==> src/sv/sqch_pkg.sv <==
`timescale 1ns / 1ps

package sqch_pkg;

    localparam int unsigned CLOCK_HZ = 4194304;

    // Period counters hold at most the longest period plus one item's cycles.
    localparam int CNT_W = $clog2((64'(7) * 64'(CLOCK_HZ)) / 64 + 257);

    localparam logic KIND_ADVANCE = 1'b0;
    localparam logic KIND_LOAD    = 1'b1;

    typedef enum logic [2:0] {
        REG_SWEEP  = 3'd0,
        REG_DUTY   = 3'd1,
        REG_ENV    = 3'd2,
        REG_START  = 3'd3,
        REG_LEN_EN = 3'd4
    } t_reg_idx;

    typedef struct packed {
        logic       kind;
        logic [7:0] cycles;
        logic       len_tick;
        logic       trigger;
        logic [5:0] length_value;
    } t_item;

    typedef struct packed {
        logic [5:0]  level;
        logic        active;
        logic [10:0] frequency;
    } t_result;

    typedef struct packed {
        logic [6:0]  sweep_control;
        logic [1:0]  duty_select;
        logic [7:0]  envelope_control;
        logic [10:0] start_frequency;
        logic        length_enable;
    } t_cfg;

    // Sweep period in clock cycles, code in 1/128 s.
    function automatic logic [CNT_W-1:0] sweep_cycles(input logic [2:0] code);
        logic [63:0] p;
        p = (64'(code) * 64'(CLOCK_HZ)) >> 7;
        return p[CNT_W-1:0];
    endfunction

    // Envelope period in clock cycles, code in 1/64 s.
    function automatic logic [CNT_W-1:0] env_cycles(input logic [2:0] code);
        logic [63:0] p;
        p = (64'(code) * 64'(CLOCK_HZ)) >> 6;
        return p[CNT_W-1:0];
    endfunction

    function automatic logic [4:0] duty_threshold(input logic [1:0] sel);
        logic [4:0] t;
        case (sel)
            2'd0:    t = 5'd4;
            2'd1:    t = 5'd8;
            2'd2:    t = 5'd16;
            default: t = 5'd24;
        endcase
        return t;
    endfunction

endpackage

==> src/sv/sqch_chan.sv <==
`timescale 1ns / 1ps

module sqch_chan (
    input  logic              i_clk,
    input  logic              i_rst_n,
    input  logic              i_step,
    input  sqch_pkg::t_item   i_item,
    input  sqch_pkg::t_cfg    i_cfg,
    output sqch_pkg::t_result o_result
);
    import sqch_pkg::*;

    logic [31:0]      r_pa,     n_pa;
    logic [4:0]       r_duty,   n_duty;
    logic [5:0]       r_len,    n_len;
    logic [3:0]       r_vol,    n_vol;
    logic [2:0]       r_ecode,  n_ecode;
    logic [CNT_W-1:0] r_ecnt,   n_ecnt;
    logic [2:0]       r_scode,  n_scode;
    logic [CNT_W-1:0] r_scnt,   n_scnt;
    logic [11:0]      r_shadow, n_shadow;
    logic [10:0]      r_cur,    n_cur;
    logic             r_on,     n_on;
    logic [5:0]       r_held,   n_held;

    logic [11:0]      period;
    logic [CNT_W-1:0] sstep;
    logic [CNT_W-1:0] estep;
    logic [11:0]      delta;

    always_comb begin
        n_pa     = r_pa;
        n_duty   = r_duty;
        n_len    = r_len;
        n_vol    = r_vol;
        n_ecode  = r_ecode;
        n_ecnt   = r_ecnt;
        n_scode  = r_scode;
        n_scnt   = r_scnt;
        n_shadow = r_shadow;
        n_cur    = r_cur;
        n_on     = r_on;
        n_held   = r_held;
        period   = '0;
        sstep    = '0;
        estep    = '0;
        delta    = '0;

        if (i_item.kind == KIND_LOAD) begin
            n_len = i_item.length_value;
        end else begin
            n_pa = r_pa + 32'(i_item.cycles);

            if (i_cfg.length_enable && i_item.len_tick) begin
                n_len = r_len + 6'd1;
                if (n_len == '0) begin
                    n_on = 1'b0;
                end
            end

            if (i_item.trigger) begin
                n_pa     = '0;
                n_duty   = '0;
                n_ecode  = i_cfg.envelope_control[2:0];
                n_ecnt   = '0;
                n_vol    = i_cfg.envelope_control[7:4];
                n_scode  = i_cfg.sweep_control[6:4];
                n_scnt   = '0;
                n_shadow = {1'b0, i_cfg.start_frequency};
                n_cur    = i_cfg.start_frequency;
                n_on     = 1'b1;
            end

            if (i_cfg.envelope_control[7:3] == '0) begin
                n_on = 1'b0;
            end

            if (n_on) begin
                period = 12'd2048 - {1'b0, n_cur};
                if (n_pa >= 32'(period)) begin
                    n_pa   = n_pa - 32'(period);
                    n_duty = n_duty + 5'd1;
                    if (n_duty > duty_threshold(i_cfg.duty_select)) begin
                        n_held = 6'd16 + 6'(n_vol);
                    end else begin
                        n_held = 6'd16 - 6'(n_vol);
                    end
                end

                sstep = sweep_cycles(n_scode);
                if (sstep != '0) begin
                    n_scnt = n_scnt + CNT_W'(i_item.cycles);
                    if (n_scnt >= sstep) begin
                        n_scnt = n_scnt - sstep;
                        delta  = n_shadow >> i_cfg.sweep_control[2:0];
                        if (i_cfg.sweep_control[3]) begin
                            n_shadow = n_shadow - delta;
                        end else begin
                            n_shadow = n_shadow + delta;
                        end
                        if (n_shadow[11]) begin
                            n_on = 1'b0;
                        end else begin
                            n_cur = n_shadow[10:0];
                        end
                    end
                end

                estep = env_cycles(n_ecode);
                if (estep != '0) begin
                    n_ecnt = n_ecnt + CNT_W'(i_item.cycles);
                    if (n_ecnt >= estep) begin
                        n_ecnt = n_ecnt - estep;
                        if (i_cfg.envelope_control[3]) begin
                            if (n_vol != 4'hF) begin
                                n_vol = n_vol + 4'd1;
                            end
                        end else begin
                            if (n_vol != 4'h0) begin
                                n_vol = n_vol - 4'd1;
                            end
                        end
                    end
                end
            end
        end
    end

    always_ff @(posedge i_clk) begin
        if (!i_rst_n) begin
            r_pa     <= '0;
            r_duty   <= '0;
            r_len    <= '0;
            r_vol    <= '0;
            r_ecode  <= '0;
            r_ecnt   <= '0;
            r_scode  <= '0;
            r_scnt   <= '0;
            r_shadow <= '0;
            r_cur    <= '0;
            r_on     <= 1'b0;
            r_held   <= '0;
        end else if (i_step) begin
            r_pa     <= n_pa;
            r_duty   <= n_duty;
            r_len    <= n_len;
            r_vol    <= n_vol;
            r_ecode  <= n_ecode;
            r_ecnt   <= n_ecnt;
            r_scode  <= n_scode;
            r_scnt   <= n_scnt;
            r_shadow <= n_shadow;
            r_cur    <= n_cur;
            r_on     <= n_on;
            r_held   <= n_held;
        end
    end

    assign o_result.level     = n_held;
    assign o_result.active    = n_on;
    assign o_result.frequency = n_cur;

endmodule

==> src/sv/square_channel_sweep_envelope_top.sv <==
`timescale 1ns / 1ps

// Square-wave tone channel with frequency sweep, volume envelope and length counter.
// Input stream s_axis: tuser is the item kind (0 advance time, 1 load length
// counter); tdata carries cycles, length tick, trigger and length value.
// Output stream m_axis: one item per input item with level index, active flag
// and current frequency code.
// Config port i_cfg_*: index 0 sweep control, 1 duty select, 2 envelope control,
// 3 start frequency, 4 length enable. o_cfg_ready is always high; write only
// while no item is in flight.
// An accepted item waits in the input register; its result goes into the result
// register once that is free. Throughput: one item per cycle unless the receiver
// stalls; the channel update is combinational between the two registers, which also
// bounds the rate since each item depends on the state the previous one left.
// Receiver stall: the result register holds; the input register still takes
// one more item, then s_axis_tready drops until the result is taken.
// Reset: synchronous, active low; clears the config registers, the channel
// state (silent, frequency zero, level zero) and both valid flags.
module square_channel_sweep_envelope_top (
    input  logic        i_clk,
    input  logic        i_rst_n,
    input  logic        s_axis_tvalid,
    output logic        s_axis_tready,
    input  logic [15:0] s_axis_tdata,  // cycles[7:0], len_tick, trigger, length_value[5:0]
    input  logic        s_axis_tuser,  // kind
    output logic        m_axis_tvalid,
    input  logic        m_axis_tready,
    output logic [23:0] m_axis_tdata,  // level[5:0], active, frequency[10:0], zero pad
    input  logic        i_cfg_valid,
    output logic        o_cfg_ready,
    input  logic [2:0]  i_cfg_index,
    input  logic [10:0] i_cfg_data
);
    import sqch_pkg::*;

    logic    r_in_vld;
    t_item   r_in;
    logic    r_out_vld;
    t_result r_out;
    t_cfg    r_cfg;

    logic    w_out_free;
    logic    w_step;
    logic    w_s_acc;
    t_item   w_item;
    t_result w_res;

    assign w_out_free    = !r_out_vld || m_axis_tready;
    assign w_step        = r_in_vld && w_out_free;
    assign s_axis_tready = !r_in_vld || w_out_free;
    assign w_s_acc       = s_axis_tvalid && s_axis_tready;
    assign o_cfg_ready   = 1'b1;

    assign w_item.kind         = s_axis_tuser;
    assign w_item.cycles       = s_axis_tdata[7:0];
    assign w_item.len_tick     = s_axis_tdata[8];
    assign w_item.trigger      = s_axis_tdata[9];
    assign w_item.length_value = s_axis_tdata[15:10];

    always_ff @(posedge i_clk) begin
        if (!i_rst_n) begin
            r_in_vld <= 1'b0;
        end else if (s_axis_tready) begin
            r_in_vld <= s_axis_tvalid;
        end
    end

    always_ff @(posedge i_clk) begin
        if (w_s_acc) begin
            r_in <= w_item;
        end
    end

    always_ff @(posedge i_clk) begin
        if (!i_rst_n) begin
            r_out_vld <= 1'b0;
        end else if (w_step) begin
            r_out_vld <= 1'b1;
        end else if (m_axis_tready) begin
            r_out_vld <= 1'b0;
        end
    end

    always_ff @(posedge i_clk) begin
        if (w_step) begin
            r_out <= w_res;
        end
    end

    always_ff @(posedge i_clk) begin
        if (!i_rst_n) begin
            r_cfg <= '0;
        end else if (i_cfg_valid) begin
            unique case (i_cfg_index)
                REG_SWEEP:  r_cfg.sweep_control    <= i_cfg_data[6:0];
                REG_DUTY:   r_cfg.duty_select      <= i_cfg_data[1:0];
                REG_ENV:    r_cfg.envelope_control <= i_cfg_data[7:0];
                REG_START:  r_cfg.start_frequency  <= i_cfg_data[10:0];
                REG_LEN_EN: r_cfg.length_enable    <= i_cfg_data[0];
                default: ;
            endcase
        end
    end

    sqch_chan u_chan (
        .i_clk    (i_clk),
        .i_rst_n  (i_rst_n),
        .i_step   (w_step),
        .i_item   (r_in),
        .i_cfg    (r_cfg),
        .o_result (w_res)
    );

    assign m_axis_tvalid = r_out_vld;
    assign m_axis_tdata  = {6'b0, r_out.frequency, r_out.active, r_out.level};

`ifndef NO_ASSERTIONS
    a_step_gives_result: assert property (@(posedge i_clk) disable iff (!i_rst_n)
        w_step |=> r_out_vld)
        else $error("processed item left no result");

    a_accept_fills_input: assert property (@(posedge i_clk) disable iff (!i_rst_n)
        w_s_acc |=> r_in_vld)
        else $error("accepted item not held in input register");

    a_blocked_item_held: assert property (@(posedge i_clk) disable iff (!i_rst_n)
        (r_in_vld && !w_out_free) |=> (r_in_vld && $stable(r_in)))
        else $error("waiting input item lost or changed");

    a_result_only_from_step: assert property (@(posedge i_clk) disable iff (!i_rst_n)
        (!r_out_vld && !w_step) |=> !r_out_vld)
        else $error("result appeared without an item");
`endif

endmodule

==> config.mk <==
export PLATFORM = sky130hd
export DESIGN_NAME = square_channel_sweep_envelope_top
export DESIGN_NICKNAME = d
export VERILOG_FILES = /design/src/sv/sqch_pkg.sv /design/src/sv/sqch_chan.sv /design/src/sv/square_channel_sweep_envelope_top.sv
export SDC_FILE = /design/constraint.sdc
export NUM_CORES = 1
export LEC_CHECK = 0
export BUFFER_PORTS_ARGS = -buffer_cell sky130_fd_sc_hd__buf_2
export CORE_MARGIN = 2
export CORE_UTILIZATION = 50
export DETAILED_ROUTE_END_ITERATION = 8
export GPL_ROUTABILITY_DRIVEN = 1
export GPL_TIMING_DRIVEN = 0
export HOLD_SLACK_MARGIN = 0.06
export PLACE_DENSITY = 0.64
export REMOVE_ABC_BUFFERS = 1
export SLEW_MARGIN = 20
export SYNTH_ARGS = -nofsm -noshare
export SYNTH_HDL_FRONTEND = slang
export SYNTH_HIERARCHICAL = 1
export SYNTH_SLANG_ARGS = --single-unit
==> constraint.sdc <==
create_clock -name i_clk -period 15.3 [get_ports i_clk]
set_input_delay 1.53 -clock i_clk [delete_from_list [all_inputs] [get_ports i_clk]]
set_output_delay 1.53 -clock i_clk [all_outputs]
set_load 0.01 [all_outputs]
==> summary.txt <==
Timing
  • Relative slew slack: 21.0%
  • Layout Skew: 0.0217 ns
  • Achievable frequency: 142 MHz
  • Fin. Hold Viols: 0
  • Max-slew violations: 0
  • Final period utilization: 46.2%
  • Final setup TNS: 0 ns
  • RSZ-0062 raised after global routing: no
  • Min Tclk post-route: 7.07 ns
  • Worst Max-Slew Pin Slew: 1.18 ns
  • Final setup vio count: 0

Power and ir drop
  • Power density cells: 79.4 nW/µm²
  • Leak Pwr: 5.79 nW
  • Sequential share of power: 43.4%
  • Comb power frac: 20.2%
  • Switching Share: 31.9%
  • Clock power frac: 36.4%
  • Int Power: 0.829 mW
  • Worst vdd ir: 0.000107 V
  • Net Sw Power: 0.388 mW

Finish
  • Most frequent cells in the layout: 186 x nand2_1, 182 x nor2_1, 151 x dfxtp_1
  • N_diodes: 0
  • Layout area overhead: 8.53%
  • Share of cells above drive strength 1: 12.2%
  • Layout Nets: 1827
  • Final Core Density: 55.2%
  • Commonest non-fill, non-tap cell in the layout: nand2_1

Synth
  • Yosys top cell area share: 21.5%
  • Post-synth EDFFs: 35
  • Leading post-synthesis cells by cell area: dfxtp_1 22%, edfxtp_1 7.4%, ha_1 5.6%
  • FFs w/ async S/R, synth: 0%
  • Synthesis Warnings: 6
  • Mapped Cells: 1734
  • Sequential area share after synthesis: 29.0%
  • Syn_area_per_cell: 8.15 µm²
  • #FFs+latches synth: 187
  • Dominant synthesized flop cell: dfxtp_1
  • Yosys cell types: 94
  • Largest area contributor in the netlist: dfxtp_1
  • Mapped Area: 14100 µm²

Critical path
  • Reg2Reg Capture Point: m_axis_tdata[10]
  • Crit Path Max Fanout: 29
  • Startpoint types: register
  • FF-to-FF Start: r_in[6]
  • Worst Setup EP: m_axis_tdata[10]
  • WP depth: 24
  • Highest-delay cell along the critical path: inv_2
  • Flop2flop setup slack: 8.23 ns
  • Worst setup EP type: register
  • Delay-heaviest family, CP: simple AND/OR/NAND/NOR gates
  • CP required: 15.51 ns
  • WS Path Type: reg2reg
  • Critical Path, Cell by Cell: buf_8 -> inv_2 -> nand2_1 -> fa_1 -> nor2b_1 -> o31a_1 -> o221ai_1 -> a21o_1 -> nor3_1 -> xnor2_1 -> inv_1 -> ha_1 -> nor3b_1 -> nand4_1 -> a2111oi_0 -> nor4b_1 -> nand3_1 -> nor4b_1 -> nor3_2 -> buf_4 -> buf_4 -> nand2_1 -> mux2_1 -> mux2_2
  • Buffers and inverters on the worst path: 5
  • Crit-path max cell delay: 0.57 ns
  • Worst r2r path cells: 24
  • Worst Setup SP: r_in[6]
  • Crit path DAT: 7.28 ns

Die
  • Full die area: 29600 µm²
  • Initial core utilization: 50.9%
  • Core area: 27800 µm²
  • Row count: 61
  • Ports: 63
  • Die width: 172 µm
  • Die H: 172 µm

Drt
  • Starting DRC count in detailed routing: 1069
  • DR vias: 12.9k
  • Routed Antenna Nets: 0
  • # DRC: 0
  • DRT Pass-1 Iters: 6
  • Vias/cell: 6.09
  • Routed wire length per instance: 18.2 µm
  • Post-Route WL: 38400 µm

Global route
  • Tot GR Track Use: 26.4%
  • Largest net degree at the start of global routing: 76
  • Initial antenna violation count: 0
  • First-pass GRT wire length: 62100 µm
  • Vias in the first global route: 12.1k
  • Gr ovfl total: 0

Min path
  • Worst min path class: reg2reg

Placement
  • Port buffer count: 55
  • Post-DP HPWL: 27500 µm
  • GPL Wtd Cong: 0.937

Flow run
  • Max-cap violations: 0

Clocking
  • Reg clk slew, reported paths: 0.08 ns
  • Resized Gates After CTS: 0
  • CTS tree: done
  • CTS Buffer Depth: 2
  • Hold_buf cts: 0
  • Setup bufs post-CTS: 0
  • Root Driver: clkbuf_16
  • Htree depth: 4
  • Worst-Skew Late Latency: 0.46 ns
  • Cts bufs inserted: 17
  • # clock sinks: 187

Run status
  • Status: completed
stage by stage:
stage | hold slack, ns | cells | power, mW | cell area (µm²) | setup slack (ns)
after floorplan | 0.405 | 1628 | 0.709 | 13600 | 5.46
after global placement | 0.411 | 2061 | 0.772 | 14400 | 0.187
after detailed placement | 0.445 | 2079 | 0.782 | 14700 | 8.32
after CTS | 0.456 | 2111 | 1.22 | 15300 | 8.28
after global routing | 0.473 | 2112 | 1.27 | 15300 | 7.87
final | 0.452 | 2112 | 1.22 | 15300 | 8.23
cells in the mapped netlist, drive strengths merged (21+ instances only):
| library cell | number |
|---|---|
| nand2 | 188 |
| nor2 | 184 |
| dfxtp | 152 |
| a21oi | 112 |
| o21ai | 108 |
| mux2i | 69 |
| clkbuf | 66 |
| ha | 63 |
| inv | 58 |
| nor3 | 54 |
| nand3 | 52 |
| xnor2 | 52 |
| xor2 | 49 |
| buf | 45 |
| nor2b | 45 |
| mux2 | 36 |
| edfxtp | 35 |
| a22oi | 33 |
| a21o | 25 |
| a211oi | 23 |
| a31oi | 21 |
| o211ai | 21 |
final cells by class:
class,instances,area [µm²]
Clock buffer,18,429
Clock inverter,14,145
Multi-Input combinational cell,1382,9360
Timing Repair Buffer,74,604
Inverter,59,226
Tap cell,378,473
Sequential cell,187,4100
Fill cell,2590,12400
kinds of logic (layout without fill, tap and decap cells):
family                     Yosys count  after routing  synth area share (%)
and+or+nand+nor                    647            647                  22.3
AOI/OAI and AO/OA                  437            437                  20.5
DFF                                187            187                  29.0
buffers and inverters              170            165                  5.19
muxes                              120            120                  10.1
xor gates and xnor gates           101            101                  6.26
adders and majority gates           70             70                  6.57
other                                2              7                0.0532
per-layer routing:
layer	routed length, µm	global-route usage (%)	part of all wire [%]
met5	0	0	0
met4	1090	9.24	2.8
met3	2190	3.34	5.7
met2	17700	43.9	46
met1	17400	35.3	45
worst min-delay path, cell delays in order, from the launching register on:
cell and delay, ns:
dfxtp_1 0.32, nand2_1 0.06, nor2_1 0.04
flip-flops by register name (all words and copies together) (netlist names), 3 cells and up:
signal and count:
m_axis_tdata 18, r_cfg 29, r_in 17, u_chan/r_cur 11, u_chan/r_duty 5, u_chan/r_ecnt 19
u_chan/r_ecode 3, u_chan/r_held 6, u_chan/r_len 6, u_chan/r_pa 32, u_chan/r_scnt 19, u_chan/r_scode 3
u_chan/r_shadow 12, u_chan/r_vol 4
power groups by stage:
stage / Combinational, mW / Clock, mW / Sequential (mW)
6_report: 0.246 / 0.443 / 0.528
4_1_cts: 0.243 / 0.453 / 0.529
3_5_place_dp: 0.241 / 0 / 0.540
3_3_place_gp: 0.224 / 0 / 0.547
2_1_floorplan: 0.169 / 0 / 0.540
5_1_grt: 0.271 / 0.473 / 0.530
worst min path at each step:
stage	startpoint	end	slack [ns]	cells after the start
final	u_chan/r_held[5]	u_chan/r_held[5]	0.45	2
after global routing	u_chan/r_held[5]	u_chan/r_held[5]	0.47	2
after CTS	u_chan/r_scode[2]	u_chan/r_scode[2]	0.46	2
after detailed placement	u_chan/r_held[5]	u_chan/r_held[5]	0.45	2
after global placement	u_chan/r_held[5]	u_chan/r_held[5]	0.41	2
after floorplan	u_chan/r_held[5]	u_chan/r_held[5]	0.41	2
No activity file was read; power rests on OpenSTA's default activity.
